**src/rtl/core/c3er_pkg.sv**
```systemverilog
// ----------------------------------------------------------------------------
// c3er_pkg
// Shared types, sizes and helpers of the 3x3 edge-replicating convolution.
// ----------------------------------------------------------------------------
package c3er_pkg;

  localparam int unsigned MAX_WIDTH  = 1024;
  localparam int unsigned MAX_HEIGHT = 4096;
  localparam int unsigned ADDR_W     = $clog2(MAX_WIDTH);
  // Width of column quantities; holds MAX_WIDTH and the 11-bit register.
  localparam int unsigned CMP_W      = (ADDR_W + 1 > 11) ? ADDR_W + 1 : 11;
  localparam int unsigned HGT_W      = 13;
  localparam int unsigned ROW_W      = HGT_W + 1;
  localparam int unsigned TOT_W      = CMP_W + HGT_W;
  localparam int unsigned PROD_W     = 25;
  localparam int unsigned SUM_W      = 28;
  localparam int unsigned MAG_W      = SUM_W - 1;
  localparam int unsigned STEP_W     = $clog2(MAG_W + 1);

  localparam logic [2:0] CFG_WIDTH   = 3'd0;
  localparam logic [2:0] CFG_HEIGHT  = 3'd1;
  localparam logic [2:0] CFG_KTOP    = 3'd2;
  localparam logic [2:0] CFG_KMID    = 3'd3;
  localparam logic [2:0] CFG_KBOT    = 3'd4;
  localparam logic [2:0] CFG_DIVISOR = 3'd5;

  typedef struct packed {
    logic       operation;
    logic [7:0] pixel_value;
  } in_item_t;

  typedef struct packed {
    logic [7:0] filtered_pixel;
    logic       frame_done;
  } out_item_t;

  typedef struct packed {
    logic [CMP_W-1:0] eff_w;
    logic [HGT_W-1:0] eff_h;
    logic [TOT_W-1:0] total;
    logic             restart;
  } geom_t;

  typedef struct packed {
    logic [47:0] k_top;
    logic [47:0] k_mid;
    logic [47:0] k_bot;
    logic [15:0] divisor;
  } arith_t;

  typedef struct packed {
    logic [8:0][7:0] view;
    logic            done;
  } job_t;

  typedef enum logic {F_ACC, F_UPD} f_state_e;
  typedef enum logic [1:0] {B_IDLE, B_MAC, B_DIV, B_OUT} b_state_e;

  function automatic logic signed [15:0] coeff(input arith_t a, input logic [3:0] idx);
    logic [15:0] c;
    c = 16'd0;
    case (idx)
      4'd0: c = a.k_top[15:0];
      4'd1: c = a.k_top[31:16];
      4'd2: c = a.k_top[47:32];
      4'd3: c = a.k_mid[15:0];
      4'd4: c = a.k_mid[31:16];
      4'd5: c = a.k_mid[47:32];
      4'd6: c = a.k_bot[15:0];
      4'd7: c = a.k_bot[31:16];
      4'd8: c = a.k_bot[47:32];
      default: c = 16'd0;
    endcase
    return $signed(c);
  endfunction

endpackage

```
**src/rtl/core/c3er_back.sv**
```systemverilog
// ----------------------------------------------------------------------------
// c3er_back
// Serial multiply-accumulate over the nine taps, bit-serial division and
// clamping, with the result held in the output register.
// ----------------------------------------------------------------------------
module c3er_back (
  input  logic                clk_i,
  input  logic                rst_ni,
  input  c3er_pkg::arith_t    arith_i,
  input  logic                avail_i,
  input  c3er_pkg::job_t      job_i,
  output logic                pop_o,
  output logic                out_valid_o,
  input  logic                out_ready_i,
  output c3er_pkg::out_item_t out_data_o
);

  c3er_pkg::b_state_e state_q, state_d;

  c3er_pkg::job_t                    job_q;
  logic [3:0]                        tap_q;
  logic signed [c3er_pkg::PROD_W-1:0] prod_q;
  logic signed [c3er_pkg::SUM_W-1:0]  acc_q;
  logic [c3er_pkg::MAG_W-1:0]        dvd_q;
  logic [15:0]                       rem_q;
  logic [c3er_pkg::STEP_W-1:0]       step_q;
  logic [7:0]                        res_q;

  logic        mac_end, div_end, neg;
  logic signed [c3er_pkg::SUM_W-1:0] sum_all;
  logic [15:0] dv;
  logic [16:0] shifted, trial;

  assign mac_end = (tap_q == 4'd9);
  assign div_end = (step_q == c3er_pkg::STEP_W'(c3er_pkg::MAG_W - 1));
  // The last product is still outside the accumulator on the final tap.
  assign sum_all = acc_q + c3er_pkg::SUM_W'(prod_q);
  assign neg     = sum_all[c3er_pkg::SUM_W-1];
  assign dv      = (arith_i.divisor == 16'd0) ? 16'd1 : arith_i.divisor;
  assign shifted = {rem_q, dvd_q[c3er_pkg::MAG_W-1]};
  assign trial   = shifted - {1'b0, dv};

  always_comb begin
    state_d = state_q;
    case (state_q)
      c3er_pkg::B_IDLE: if (avail_i) state_d = c3er_pkg::B_MAC;
      c3er_pkg::B_MAC:  if (mac_end) state_d = neg ? c3er_pkg::B_OUT : c3er_pkg::B_DIV;
      c3er_pkg::B_DIV:  if (div_end) state_d = c3er_pkg::B_OUT;
      c3er_pkg::B_OUT:  if (out_ready_i) state_d = c3er_pkg::B_IDLE;
      default:          state_d = c3er_pkg::B_IDLE;
    endcase
  end

  always_comb begin
    pop_o       = 1'b0;
    out_valid_o = 1'b0;
    case (state_q)
      c3er_pkg::B_IDLE: pop_o = avail_i;
      c3er_pkg::B_OUT:  out_valid_o = 1'b1;
      default:          pop_o = 1'b0;
    endcase
  end

  assign out_data_o.filtered_pixel = res_q;
  assign out_data_o.frame_done     = job_q.done;

  always_ff @(posedge clk_i) begin
    case (state_q)
      c3er_pkg::B_IDLE: begin
        job_q <= job_i;
        acc_q <= '0;
      end
      c3er_pkg::B_MAC: begin
        if (tap_q != 4'd9) begin
          prod_q <= c3er_pkg::coeff(arith_i, tap_q) * $signed({1'b0, job_q.view[tap_q]});
        end
        if (tap_q != 4'd0) begin
          acc_q <= acc_q + c3er_pkg::SUM_W'(prod_q);
        end
        // A negative sum skips the division and clamps to zero.
        dvd_q <= acc_q[c3er_pkg::MAG_W-1:0] + c3er_pkg::MAG_W'(prod_q);
        rem_q <= 16'd0;
        res_q <= 8'd0;
      end
      c3er_pkg::B_DIV: begin
        if (!trial[16]) begin
          rem_q <= trial[15:0];
        end else begin
          rem_q <= shifted[15:0];
        end
        dvd_q <= {dvd_q[c3er_pkg::MAG_W-2:0], !trial[16]};
        if (div_end) begin
          if ({dvd_q[c3er_pkg::MAG_W-2:0], !trial[16]} > c3er_pkg::MAG_W'(255)) begin
            res_q <= 8'hFF;
          end else begin
            res_q <= dvd_q[6:0] << 1 | 8'(!trial[16]);
          end
        end
      end
      default: ;
    endcase
  end

  always_ff @(posedge clk_i or negedge rst_ni) begin
    if (!rst_ni) begin
      state_q <= c3er_pkg::B_IDLE;
      tap_q   <= 4'd0;
      step_q  <= '0;
    end else begin
      state_q <= state_d;
      if (state_q == c3er_pkg::B_MAC && !mac_end) tap_q <= tap_q + 4'd1;
      else tap_q <= 4'd0;
      if (state_q == c3er_pkg::B_DIV) step_q <= step_q + c3er_pkg::STEP_W'(1);
      else step_q <= '0;
    end
  end

endmodule

```
**config.mk**
```make
export PLATFORM = sky130hd
export DESIGN_NAME = c3er_back
export DESIGN_NICKNAME = d
export VERILOG_FILES = /design/src/rtl/core/c3er_pkg.sv /design/src/rtl/core/c3er_back.sv
export SDC_FILE = /design/constraint.sdc
export NUM_CORES = 1
export LEC_CHECK = 0
export ABC_CLOCK_PERIOD_IN_PS = 12500
export BUFFER_PORTS_ARGS = -buffer_cell sky130_fd_sc_hd__buf_2
export CELL_PAD_IN_SITES_DETAIL_PLACEMENT = 0
export CELL_PAD_IN_SITES_GLOBAL_PLACEMENT = 1
export CORE_MARGIN = 2
export CORE_UTILIZATION = 49
export DETAILED_ROUTE_END_ITERATION = 16
export HOLD_SLACK_MARGIN = 0.12
export PLACE_DENSITY = 0.94
export SLEW_MARGIN = 10
export SYNTH_ARGS = -nofsm -noshare
export SYNTH_HDL_FRONTEND = slang
export SYNTH_SLANG_ARGS = --single-unit
```
**constraint.sdc**
```tcl
create_clock -name clk_i -period 12.5 [get_ports clk_i]
set_clock_uncertainty 0.1 [all_clocks]
set_input_delay 0.625 -clock clk_i [delete_from_list [all_inputs] [get_ports clk_i]]
set_output_delay 0.625 -clock clk_i [all_outputs]
set_load 0.01 [all_outputs]
```
==> summary.txt <==
Routing
  • Routed vias/inst: 5.65
  • First-pass detailed-route iteration total: 7
  • DR WL/cell: approximately 19 um
  • DRC Markers: 0
  • Via count: approximately 12000
  • DR iter-0 viols: 960
  • Post-route ant nets: 0
  • Drt total wl: ~38000 um

Setup path
  • Max FO, Critical Path: 20
  • Worst setup SP type: flip-flop
  • FF-to-FF Start: tap_q[1]
  • R2R setup slack: 4.73 ns
  • FF-to-FF End: prod_q[22]
  • Worst Path Arrival: 7.85 ns
  • R2R depth: 24
  • Critical Path Sink Type: flip-flop
  • Worst Path Required: 12.58 ns
  • Critical path class: flip-flop to flip-flop

Timing
  • Final setup fails: 0
  • Least-Margin Pin Slew: ~1.3 ns
  • Final Hold Viols: 0
  • RSZ-0062 raised after global routing: no
  • Max Slew Vio Count: 0
  • Slew HR: between 10 and 15%
  • Setup TNS: 0 ns
  • Max Fclk: 129 MHz
  • Minimum clock period: 7.77 ns
  • Worst hold slack: 0.251 ns
  • Final worst-path cycle share: 62.2%

Placement
  • Dpl hpwl: approximately 31000 um
  • I/O Buffers: 247
  • Placer Congestion: 0.931
  • Placed instance count: 2020

Yosys
  • Netlist Area Pre-Place: around 15000 um^2
  • Syn Nets: 1871
  • Yosys warns: 0
  • Syn Area/Cell: 10.4 um^2
  • Main flop type after synthesis: edfxtp_1
  • Cells after synthesis: 1427
  • Seq cells post-synth: 188
  • Synth unique cells: 70
  • Post-synthesis sequential area ratio: 37.7%
  • Ys async rst share: roughly 5.9%
  • Post-synth EDFFs: 177

Global routing
  • Global route overflow: 0
  • Largest net degree at the start of global routing: 79
  • Total GRT Usage: around 25%
  • First-pass GRT wire length: 60900 um
  • Vias in the first global route: 11918
  • Initial antenna violation count: 2

Floorplanning
  • IO Pins: between 200 and 250
  • Die area: 31700 um^2
  • Die Span X: roughly 180 um
  • Starting density of the core: 49.9%
  • Die height: about 180 um
  • # rows: 63
  • Core box area: slightly below 30000 um^2

Worst hold path
  • Hold path cells: 1
  • Hold path start: job_i[16]
  • Hold/Removal Path Class: input pin to flip-flop
  • Hold EP: job_q[16]

Finish
  • Fill cell count: between 2000 and 3000
  • Multi-input logic area: between 8000 and 9000 um^2
  • Nets@finish: roughly 2100
  • Register Area: 5590 um^2
  • Final core utilization: between 50% and 60%
  • Synth-to-Final Area Change: 14.9%
  • Layout cells sized above 1: 20.5%
  • Non-Filler Instances: 2055

CTS
  • Clock Latency Late Sink: roughly 0.44 ns
  • Maximum clock insertion buffer count: 2
  • CTS root buf: clkbuf_16
  • CTS tree: yes
  • Worst-path clk slew: ~0.080 ns
  • Post-CTS setup buffers: 0
  • CTS H-tree depth: 4
  • CTS sink cnt: 188
  • Number of CTS-inserted buffers: 17

Run
  • MaxCap Viol Count: 0

Run status
  • Status: completed
==> per-stage QoR <==
stage / setup slack (ns) / instance area, um^2
6_report: 4.73 / 17000
5_1_grt: 4.24 / 17000
4_1_cts: 4.75 / 17000
3_5_place_dp: 4.78 / 16400
3_3_place_gp: 4.97 / 16400
2_1_floorplan: 5.71 / 14800
==> cell families (layout without fill, tap and decap cells) <==
family	Yosys count	after routing	synth area share [%]
AND/OR/NAND/NOR	398	398	12.0
AO/OA/AOI/OAI	286	286	13.8
buffers and inverters	254	490	6.60
adder cells (fa/ha/maj)	207	207	22.7
flip-flops	188	188	37.7
XOR/XNOR	57	57	3.37
multiplexers	37	37	3.79
other	0	2	0
==> cells in the mapped netlist (all sizes together), types with 16 or more instances <==
library cell | number | share of area (%)
a21o | 20 | 1.0
a21oi | 63 | 2.2
a222oi | 17 | 1.1
a22oi | 32 | 1.6
clkbuf | 40 | 1.0
edfxtp | 177 | 36
fa | 104 | 14
ha | 103 | 8.7
inv | 201 | 5.1
mux2i | 19 | 1.3
nand2 | 114 | 2.9
nand3 | 32 | 1.1
nor2 | 151 | 3.8
o21a | 16 | 0.81
o21ai | 59 | 2.0
xnor2 | 37 | 2.2
xor2 | 20 | 1.2
==> registers in the layout, indices dropped and copies added (netlist names) <==
| name | count |
|---|---|
| res_q | 8 |
| state_q | 2 |
| prod_q | 25 |
| acc_q | 28 |
| out_data_o | 1 |
| step_q | 5 |
| job_q | 72 |
| rem_q | 16 |
| tap_q | 4 |
| dvd_q | 27 |
==> timing repair <==
| action | in CTS | in global routing |
|---|---|---|
| endpoints found under the hold margin | 11 | 0 |
| gates resized for setup | 0 | 0 |
| hold buffers | 1 | 0 |
==> how the worst max path moves through the flow <==
| stage | from | end | cells past startpoint |
|---|---|---|---|
| after floorplan | tap_q[0] | prod_q[22] | 26 |
| after global placement | tap_q[2] | prod_q[22] | 23 |
| after detailed placement | tap_q[2] | prod_q[22] | 23 |
| after CTS | tap_q[2] | prod_q[22] | 23 |
| after global routing | tap_q[2] | prod_q[22] | 23 |
| final | tap_q[1] | prod_q[22] | 24 |
==> critical path, stage by stage (launching register included) <==
cell and delay [ns]:
dfrtp_1 0.96, inv_1 0.20, ha_1 0.27, and2_1 0.41, a222oi_1 0.45, nand3_1 0.13, a221oi_2 0.46, nor2_1 0.12
fa_1 0.50, inv_1 0.05, fa_1 0.48, inv_1 0.06, fa_1 0.53, inv_1 0.06, fa_1 0.53, inv_1 0.04
ha_1 0.35, and3_1 0.21, a2111oi_0 0.58, o31a_1 0.25, nand2_1 0.11, a21oi_1 0.18, o41a_1 0.25, a21oi_1 0.10
xor2_1 0.14
==> cell usage in the layout, fill, tap and decap left out, drive strengths merged, types with 14 or more instances in the layout <==
cell type / n
buf: 256
inv: 206
edfxtp: 177
nor2: 151
nand2: 114
fa: 104
ha: 103
a21oi: 63
o21ai: 59
xnor2: 37
a22oi: 32
nand3: 32
a21o: 20
xor2: 20
mux2i: 19
a222oi: 17
clkbuf: 17
o21a: 16
mux4: 15
and2: 15
nor3: 15
nor2b: 14
nand2b: 14
==> per-layer routing <==
layer | up-vias | track usage (%) | part of all wire (%)
met3 | 81 | 3.77 | 6.0
met1 | 5607 | 30.7 | 40
li1 | 5450 | - | -
met2 | 476 | 43.1 | 49
met4 | 0 | 11.0 | 4.3
met5 | - | 0 | 0
==> final cells by class <==
type / instances / area share, %
Clock inverter: 15 / 1.06
Antenna cell: 2 / 0.0294
Tap cell: 390 / 2.86
Clock buffer: 17 / 2.50
Multi-Input combinational cell: 985 / 48.6
Inverter: 201 / 4.43
Sequential cell: 188 / 32.8
Timing Repair Buffer: 257 / 7.71
Power is left out: the tool's default activity adds up to more than one toggle a clock period on the data nets, which glitch-free logic cannot reach.
