## src/rtl/core/c3er_pkg.sv

```systemverilog
// ----------------------------------------------------------------------------
// c3er_pkg
// Shared types, sizes and helpers of the 3x3 edge-replicating convolution.
// ----------------------------------------------------------------------------
package c3er_pkg;

  localparam int unsigned MAX_WIDTH  = 1024;
  localparam int unsigned MAX_HEIGHT = 4096;
  localparam int unsigned ADDR_W     = $clog2(MAX_WIDTH);
  // Width of column quantities; holds MAX_WIDTH and the 11-bit register.
  localparam int unsigned CMP_W      = (ADDR_W + 1 > 11) ? ADDR_W + 1 : 11;
  localparam int unsigned HGT_W      = 13;
  localparam int unsigned ROW_W      = HGT_W + 1;
  localparam int unsigned TOT_W      = CMP_W + HGT_W;
  localparam int unsigned PROD_W     = 25;
  localparam int unsigned SUM_W      = 28;
  localparam int unsigned MAG_W      = SUM_W - 1;
  localparam int unsigned STEP_W     = $clog2(MAG_W + 1);

  localparam logic [2:0] CFG_WIDTH   = 3'd0;
  localparam logic [2:0] CFG_HEIGHT  = 3'd1;
  localparam logic [2:0] CFG_KTOP    = 3'd2;
  localparam logic [2:0] CFG_KMID    = 3'd3;
  localparam logic [2:0] CFG_KBOT    = 3'd4;
  localparam logic [2:0] CFG_DIVISOR = 3'd5;

  typedef struct packed {
    logic       operation;
    logic [7:0] pixel_value;
  } in_item_t;

  typedef struct packed {
    logic [7:0] filtered_pixel;
    logic       frame_done;
  } out_item_t;

  typedef struct packed {
    logic [CMP_W-1:0] eff_w;
    logic [HGT_W-1:0] eff_h;
    logic [TOT_W-1:0] total;
    logic             restart;
  } geom_t;

  typedef struct packed {
    logic [47:0] k_top;
    logic [47:0] k_mid;
    logic [47:0] k_bot;
    logic [15:0] divisor;
  } arith_t;

  typedef struct packed {
    logic [8:0][7:0] view;
    logic            done;
  } job_t;

  typedef enum logic {F_ACC, F_UPD} f_state_e;
  typedef enum logic [1:0] {B_IDLE, B_MAC, B_DIV, B_OUT} b_state_e;

  function automatic logic signed [15:0] coeff(input arith_t a, input logic [3:0] idx);
    logic [15:0] c;
    c = 16'd0;
    case (idx)
      4'd0: c = a.k_top[15:0];
      4'd1: c = a.k_top[31:16];
      4'd2: c = a.k_top[47:32];
      4'd3: c = a.k_mid[15:0];
      4'd4: c = a.k_mid[31:16];
      4'd5: c = a.k_mid[47:32];
      4'd6: c = a.k_bot[15:0];
      4'd7: c = a.k_bot[31:16];
      4'd8: c = a.k_bot[47:32];
      default: c = 16'd0;
    endcase
    return $signed(c);
  endfunction

endpackage

```

## src/rtl/core/c3er_queue.sv

```systemverilog
// ----------------------------------------------------------------------------
// c3er_queue
// Two-entry queue of views between the front and the arithmetic back end.
// ----------------------------------------------------------------------------
module c3er_queue (
  input  logic            clk_i,
  input  logic            rst_ni,
  input  logic            push_i,
  input  c3er_pkg::job_t  job_i,
  output logic            full_o,
  input  logic            pop_i,
  output logic            avail_o,
  output c3er_pkg::job_t  job_o
);

  c3er_pkg::job_t slot_q [2];
  logic       wr_q, rd_q;
  logic [1:0] cnt_q;

  assign full_o  = (cnt_q == 2'd2);
  assign avail_o = (cnt_q != 2'd0);
  assign job_o   = slot_q[rd_q];

  always_ff @(posedge clk_i) begin
    if (push_i) slot_q[wr_q] <= job_i;
  end

  always_ff @(posedge clk_i or negedge rst_ni) begin
    if (!rst_ni) begin
      wr_q  <= 1'b0;
      rd_q  <= 1'b0;
      cnt_q <= 2'd0;
    end else begin
      if (push_i) wr_q <= !wr_q;
      if (pop_i)  rd_q <= !rd_q;
      cnt_q <= cnt_q + {1'b0, push_i} - {1'b0, pop_i};
    end
  end

endmodule

```

## config.mk

```make
export PLATFORM = sky130hd
export DESIGN_NAME = c3er_queue
export DESIGN_NICKNAME = d
export VERILOG_FILES = /design/src/rtl/core/c3er_pkg.sv /design/src/rtl/core/c3er_queue.sv
export SDC_FILE = /design/constraint.sdc
export NUM_CORES = 1
export LEC_CHECK = 0
export BUFFER_PORTS_ARGS = -buffer_cell sky130_fd_sc_hd__buf_2
export CORE_MARGIN = 2
export CORE_UTILIZATION = 30
export DETAILED_ROUTE_END_ITERATION = 12
export HOLD_SLACK_MARGIN = 0.03
export SYNTH_ARGS = -nofsm -noshare
export SYNTH_HDL_FRONTEND = slang
export SYNTH_SLANG_ARGS = --single-unit
```

## constraint.sdc

```tcl
create_clock -name clk_i -period 3.9 [get_ports clk_i]
set_clock_uncertainty 0.1 [all_clocks]
set_input_delay 0.195 -clock clk_i [delete_from_list [all_inputs] [get_ports clk_i]]
set_output_delay 0.195 -clock clk_i [all_outputs]
set_load 0.005 [all_outputs]
```

==> flow_summary.json, run 1 <==
{
  "die_x_um": 142,
  "cts_tree": "built",
  "start_util_pct": 30.5,
  "die-area_um2": 20200,
  "synthesis.area_um2": 5710,
  "finalHoldViolCount": 0,
  "ant_nets": 0,
  "worst_hold_slack_ns": 0.406,
  "grt_usage_pct": 11.2,
  "antenna_found_initial": 0,
  "diodes": 0,
  "critical_path.max_stage_delay_ns": 0.85,
  "synth_xor_area_share_pct": 0.723,
  "dr.pass1.iters": 4,
  "period_needed_ns": 2.46,
  "maxCapViolCount": 0,
  "core-area_um2": 18700,
  "synthCells": 242,
  "cp.arrival_ns": 2.16,
  "syn_avg_cell_area_um2": 23.6,
  "drive_above_1_share_pct": 52.7,
  "fin_ws_ns": 1.44,
  "drc": 0,
  "fin_setup_tns_ns": 0,
  "fmax_ghz": 0.407,
  "ys_warn_count": 0,
  "hpwl_mm": 6.60,
  "end_kind": "primary output",
  "relSlewSlack_pct": 28.3,
  "final_common_cell": "buf_2",
  "synth_compound_area_share_pct": 0,
  "cts-root-to-sink-buffers": 2,
  "powerDensity_nw_per_um2": 671,
  "hold_buffers": 77,
  "ir_drop_mv": 0.286,
  "fin_crit_sh_pct": 63.0,
  "power.total_mw": 5.44,
  "wire_per_inst_um": 15.0,
  "pre_cts_ws_ns": 1.81,
  "cts_root_buf": "clkbuf_16",
  "worstPathCellList": "buf_12 > mux2_2 > buf_2",
  "ios": 152,
  "cts_buffers": 17,
  "cts_sinks": 150,
  "cts_max_level": 4,
  "critPathTopFamily": "flip-flops",
  "synth_top_family_by_area": "multiplexers",
  "layout_common_cells": "buf_2, edfxtp_1, dlygate4sd3_1, mux2_4, clkbuf_16",
  "placed_cell_area_um2": 6730,
  "nets": 563,
  "grt_first_pass_wirelength_mm": 17.0,
  "routed_wl_mm": 11.0,
  "grt_max_degree": 74,
  "status": "finished clean",
  "clkSlewWorstSetupHoldPaths_ns": 0.06,
  "rsz0062_at_grt": "no",
  "synth.distinct_cells": 13,
  "clk_latency_ns": 0.40,
  "synthAdderAreaFrac_pct": 0.438,
  "synthMuxAreaShare_pct": 18.3,
  "grt_pass1_vias": 3288,
  "post_drt_via_cell_ratio": 4.16,
  "critPathKind": "reg2out",
  "vias": 3042,
  "cp.required_ns": 3.61,
  "fp-row-count": 50,
  "leakage_nw": 3.26,
  "crit_path_start_kind": "register",
  "die_h_um": 142,
  "post_cts_resized": 0,
  "worst-path-buf-inv": 2,
  "io_buffers": 151,
  "syn_nets": 321,
  "first_iter_violations": 61,
  "grt_overflow_total": 0,
  "synth.ff_latch_count": 150,
  "place.gp.congestion": 0.681,
  "post_cts_buffers": 0,
  "finalMaxSlewViolations": 0,
  "synthSimpleGateAreaFrac_pct": 0.438,
  "worstMarginPinSlew_ns": 1.08,
  "min_path_type": "in2reg",
  "cp_slowest_cell": "dfrtp_4",
  "cp_max_fo": 41,
  "setup_viol": 0,
  "ys_seq_area_share_pct": 78.5,
  "area_delta_synth_final_pct": 41.8,
  "final_area_um2": 8100,
  "n_fill_cell": 1667
}
-- final cells by class --
| type | instances | area (um^2) | share of cell area (%) |
|---|---|---|---|
| multi-input combinational | 82 | 1150 | 14.2 |
| sequential | 150 | 4490 | 55.4 |
| timing repair buffer | 231 | 1560 | 19.3 |
| tap | 234 | 293 | 3.61 |
| clock inverter | 15 | 178 | 2.19 |
| clock buffer | 17 | 425 | 5.25 |
| inverter | 2 | 7.51 | 0.0927 |
-- final timing paths --
check                                 startpoint                       to  slack [ns]  cells after the start
worst max-delay path            rd_q$_DFFE_PN0P_                job_o[69]        1.44                      3
worst max register to register  wr_q$_DFFE_PN0P_  slot_q[1][44]$_DFFE_PP_        2.04                      1
max in group asynchronous                 rst_ni         rd_q$_DFFE_PN0P_        2.91                      3
worst min-delay path                   job_i[30]  slot_q[1][30]$_DFFE_PP_        0.41                      2
min in group asynchronous                 rst_ni       cnt_q[1]$_DFF_PN0_        0.58                      3
worst min register to register  wr_q$_DFFE_PN0P_         wr_q$_DFFE_PN0P_        0.45                      1
-- registers in the layout, summed over array words and instances, names as in the netlist --
register,flops
cnt_q,2
rd_q,1
slot_q,146
wr_q,1
-- where the power goes --
group	switching (mW)	total [mW]	internal [mW]
Clock	0.649	1.66	1.01
Sequential	0.178	2.32	2.15
Combinational	0.597	1.45	0.858
-- kinds of logic (layout without fill, tap and decap cells) --
| family | after synthesis | count (layout) |
|---|---|---|
| xor gates and xnor gates | 3 | 3 |
| DFF | 150 | 150 |
| adders and majority gates | 2 | 2 |
| buffers and inverters | 10 | 265 |
| and+or+nand+nor | 4 | 4 |
| muxes | 73 | 73 |
-- per-layer routing --
layer	up-vias	GRT usage [%]	wire (um)
li1	1442	-	-
met1	1493	13.1	4740
met2	102	18.7	5450
met3	5	4.37	703
met4	0	3.79	100
met5	-	0	0
-- cells in the mapped netlist --
master | n | area (um^2)
ha_1 | 2 | 25.0
buf_2 | 1 | 5.00
and2_1 | 1 | 6.26
inv_1 | 2 | 7.51
edfxtp_1 | 146 | 4380
xor3_1 | 1 | 23.8
buf_6 | 7 | 78.8
nor2b_1 | 2 | 12.5
mux2_4 | 60 | 901
mux2_2 | 13 | 146
or2_2 | 1 | 6.26
xor2_1 | 2 | 17.5
dfrtp_1 | 4 | 100
-- metrics by stage --
stage	instances	utilization, %
global route	731	43.3
finish	731	43.3
global placement	622	36.0
floorplan	242	-
CTS	731	43.3
detailed placement	622	36.0
Power figures use the tool's default switching activity.
==> run 2, diff against run 1 <==
==> constraint.sdc (replaced) <==
create_clock -name clk_i -period 2 [get_ports clk_i]
set_clock_uncertainty 0.1 [all_clocks]
set_input_delay 0.1 -clock clk_i [delete_from_list [all_inputs] [get_ports clk_i]]
set_output_delay 0.1 -clock clk_i [all_outputs]
set_load 0.005 [all_outputs]
==> run 2 against run 1 <==
  * Count of clock-buffer cells in the layout increased by 5
  * Die area unchanged
  * First-iteration DRC count increased by 120%
  * Hold slack got worse by 0.093 ns
  * Utilization increased by 0.60 points
  * Sequential share of layout area decreased by 0.76 points
  * Largest power group unchanged
  * Worst setup slack got worse by 1.3 ns
  * Power increased by 99%
==> flow_summary.json, run 2 (synthesized netlist as in run 1, its figures left out) <==
{
  "status": "finished clean",
  "dp_cells": 628,
  "crit_path_start_kind": "register",
  "diodes": 0,
  "worstPathCellList": "buf_6 > mux2_2 > buf_2",
  "combPwrFrac_pct": 29.3,
  "reg_top3": "slot_q x146, cnt_q x2",
  "p_sw_mw": 2.71,
  "cp.required_ns": 1.80,
  "antenna_found_initial": 0,
  "regArea_um2": 4490,
  "area_delta_synth_final_pct": 43.7,
  "clk_latency_ns": 0.41,
  "die-area_um2": 20200,
  "grt_first_pass_wirelength_mm": 17.2,
  "ir_drop_mv": 0.581,
  "cp_slowest_cell": "dfrtp_4",
  "fp-row-count": 50,
  "p_int_mw": 8.09,
  "largest_reg_flops": 146,
  "cp.arrival_ns": 1.70,
  "worstHoldStart": "job_i[60]",
  "vias": 3082,
  "grt_pass1_vias": 3400,
  "cts_sinks": 150,
  "critPathKind": "reg2out",
  "ios": 152,
  "wire_per_inst_um": 15.4,
  "n_fill_cell": 1634,
  "min_path_type": "in2reg",
  "dr.pass1.iters": 4,
  "cts_buffers": 17,
  "multi_input_area_um2": 1150,
  "place.gp.congestion": 0.705,
  "holdPathStages": 2,
  "grt_usage_pct": 11.5,
  "routed_wl_mm": 11.3,
  "post_drt_via_cell_ratio": 4.18,
  "core-area_um2": 18700,
  "final_common_cell": "buf_2",
  "clkPwrFrac_pct": 29.9,
  "reg2reg_to": "cnt_q[1]$_DFF_PN0_",
  "r2r_setup_slack_ns": 0.51,
  "setup_viol": 0,
  "final_util_pct": 43.9,
  "instances_no_fill": 738,
  "worstMarginPinSlew_ns": 0.320,
  "cts_root_buf": "clkbuf_16",
  "critical_path.max_stage_delay_ns": 0.57,
  "holdPathEnd": "slot_q[1][60]$_DFFE_PP_",
  "cp_max_fo": 12,
  "cts_max_level": 4,
  "finalHoldViolCount": 0,
  "p_seq_share_pct": 40.8,
  "period_needed_ns": 1.90,
  "cts-root-to-sink-buffers": 2,
  "rsz0062_at_grt": "no",
  "r2r_start": "cnt_q[0]$_DFF_PN0_",
  "first_iter_violations": 136,
  "die_x_um": 142,
  "grt_overflow_total": 0,
  "powerDensity_nw_per_um2": 1320,
  "maxCapViolCount": 0,
  "start_util_pct": 30.5,
  "nets": 570,
  "worst_hold_slack_ns": 0.313,
  "end_kind": "primary output",
  "fmax_ghz": 0.526,
  "r2r_cells": 5,
  "hpwl_mm": 7.18,
  "leakage_nw": 3.30,
  "relSlewSlack_pct": 78.7,
  "drc": 0,
  "largest-register": "slot_q",
  "drive_above_1_share_pct": 51.8,
  "layout_common_cells": "buf_2, edfxtp_1, dlygate4sd3_1, mux2_4, clkbuf_16",
  "ant_nets": 0,
  "finalMaxSlewViolations": 0,
  "clkSlewWorstSetupHoldPaths_ns": 0.06,
  "fin_crit_sh_pct": 95.0,
  "io_buffers": 151,
  "p_sw_share_pct": 25.1,
  "cts_tree": "built",
  "grt_max_degree": 52,
  "die_h_um": 142
}
## run 2: repair_timing
action / CTS / global route
hold buffers: 77 / 0
endpoints found under the setup margin: 52 / 0
buffers inserted: 1 / 0
endpoints found under the hold margin: 154 / 0
gates resized for setup: 0 / 0
## run 2: worst max path at each step
stage | from | slack (ns) | endpoint
floorplan | wr_q$_DFFE_PN0P_ | -0.03 | slot_q[0][0]$_DFFE_PP_
global placement | rd_q$_DFFE_PN0P_ | 0.42 | job_o[17]
detailed placement | rd_q$_DFFE_PN0P_ | 0.41 | job_o[41]
CTS | rd_q$_DFFE_PN0P_ | 0.05 | job_o[71]
global route | rd_q$_DFFE_PN0P_ | 0.01 | job_o[0]
finish | rd_q$_DFFE_PN0P_ | 0.1 | job_o[63]
## run 2: area by class of cell
class                      instances  area share, %
clock inverter                    10           1.86
tap                              234           3.56
inverter                           2         0.0914
sequential                       150           54.6
clock buffer                      22           5.41
multi-input combinational         82           14.0
timing repair buffer             238           20.5
## run 2: stage by stage
stage                     TNS [ns]  instance area [um^2]  power [mW]  worst slack (ns)
final                            0                  8210        10.8            0.0992
after global routing             0                  8210        11.4            0.0104
after CTS                        0                  8210        11.0            0.0477
after detailed placement         0                  6840        7.54             0.415
after global placement           0                  6840        7.48             0.420
after floorplan              -2.20                  5720        6.37           -0.0301
## run 2: critical path, delay by kind of cell, from the launching register on
family,cells,cell delay [ns]
buf+inv,2,0.35
mux,1,0.36
flops,1,0.57
## run 2: layer usage
| metal | GRT usage, % | routed length [um] | up-vias |
|---|---|---|---|
| met5 | 0 | 0 | - |
| met4 | 4.58 | 112 | 0 |
| met3 | 4.24 | 634 | 10 |
| met2 | 20.2 | 5810 | 102 |
| met1 | 12.8 | 4790 | 1508 |
| li1 | - | - | 1462 |
## run 2: power groups by stage
| stage | clock network, mW | registers, mW | logic (mW) |
|---|---|---|---|
| detailed placement | 0 | 4.53 | 3.01 |
| global placement | 0 | 4.50 | 2.99 |
| global route | 3.49 | 4.46 | 3.40 |
| finish | 3.23 | 4.41 | 3.16 |
| CTS | 3.35 | 4.43 | 3.21 |
| floorplan | 0 | 4.37 | 2.00 |
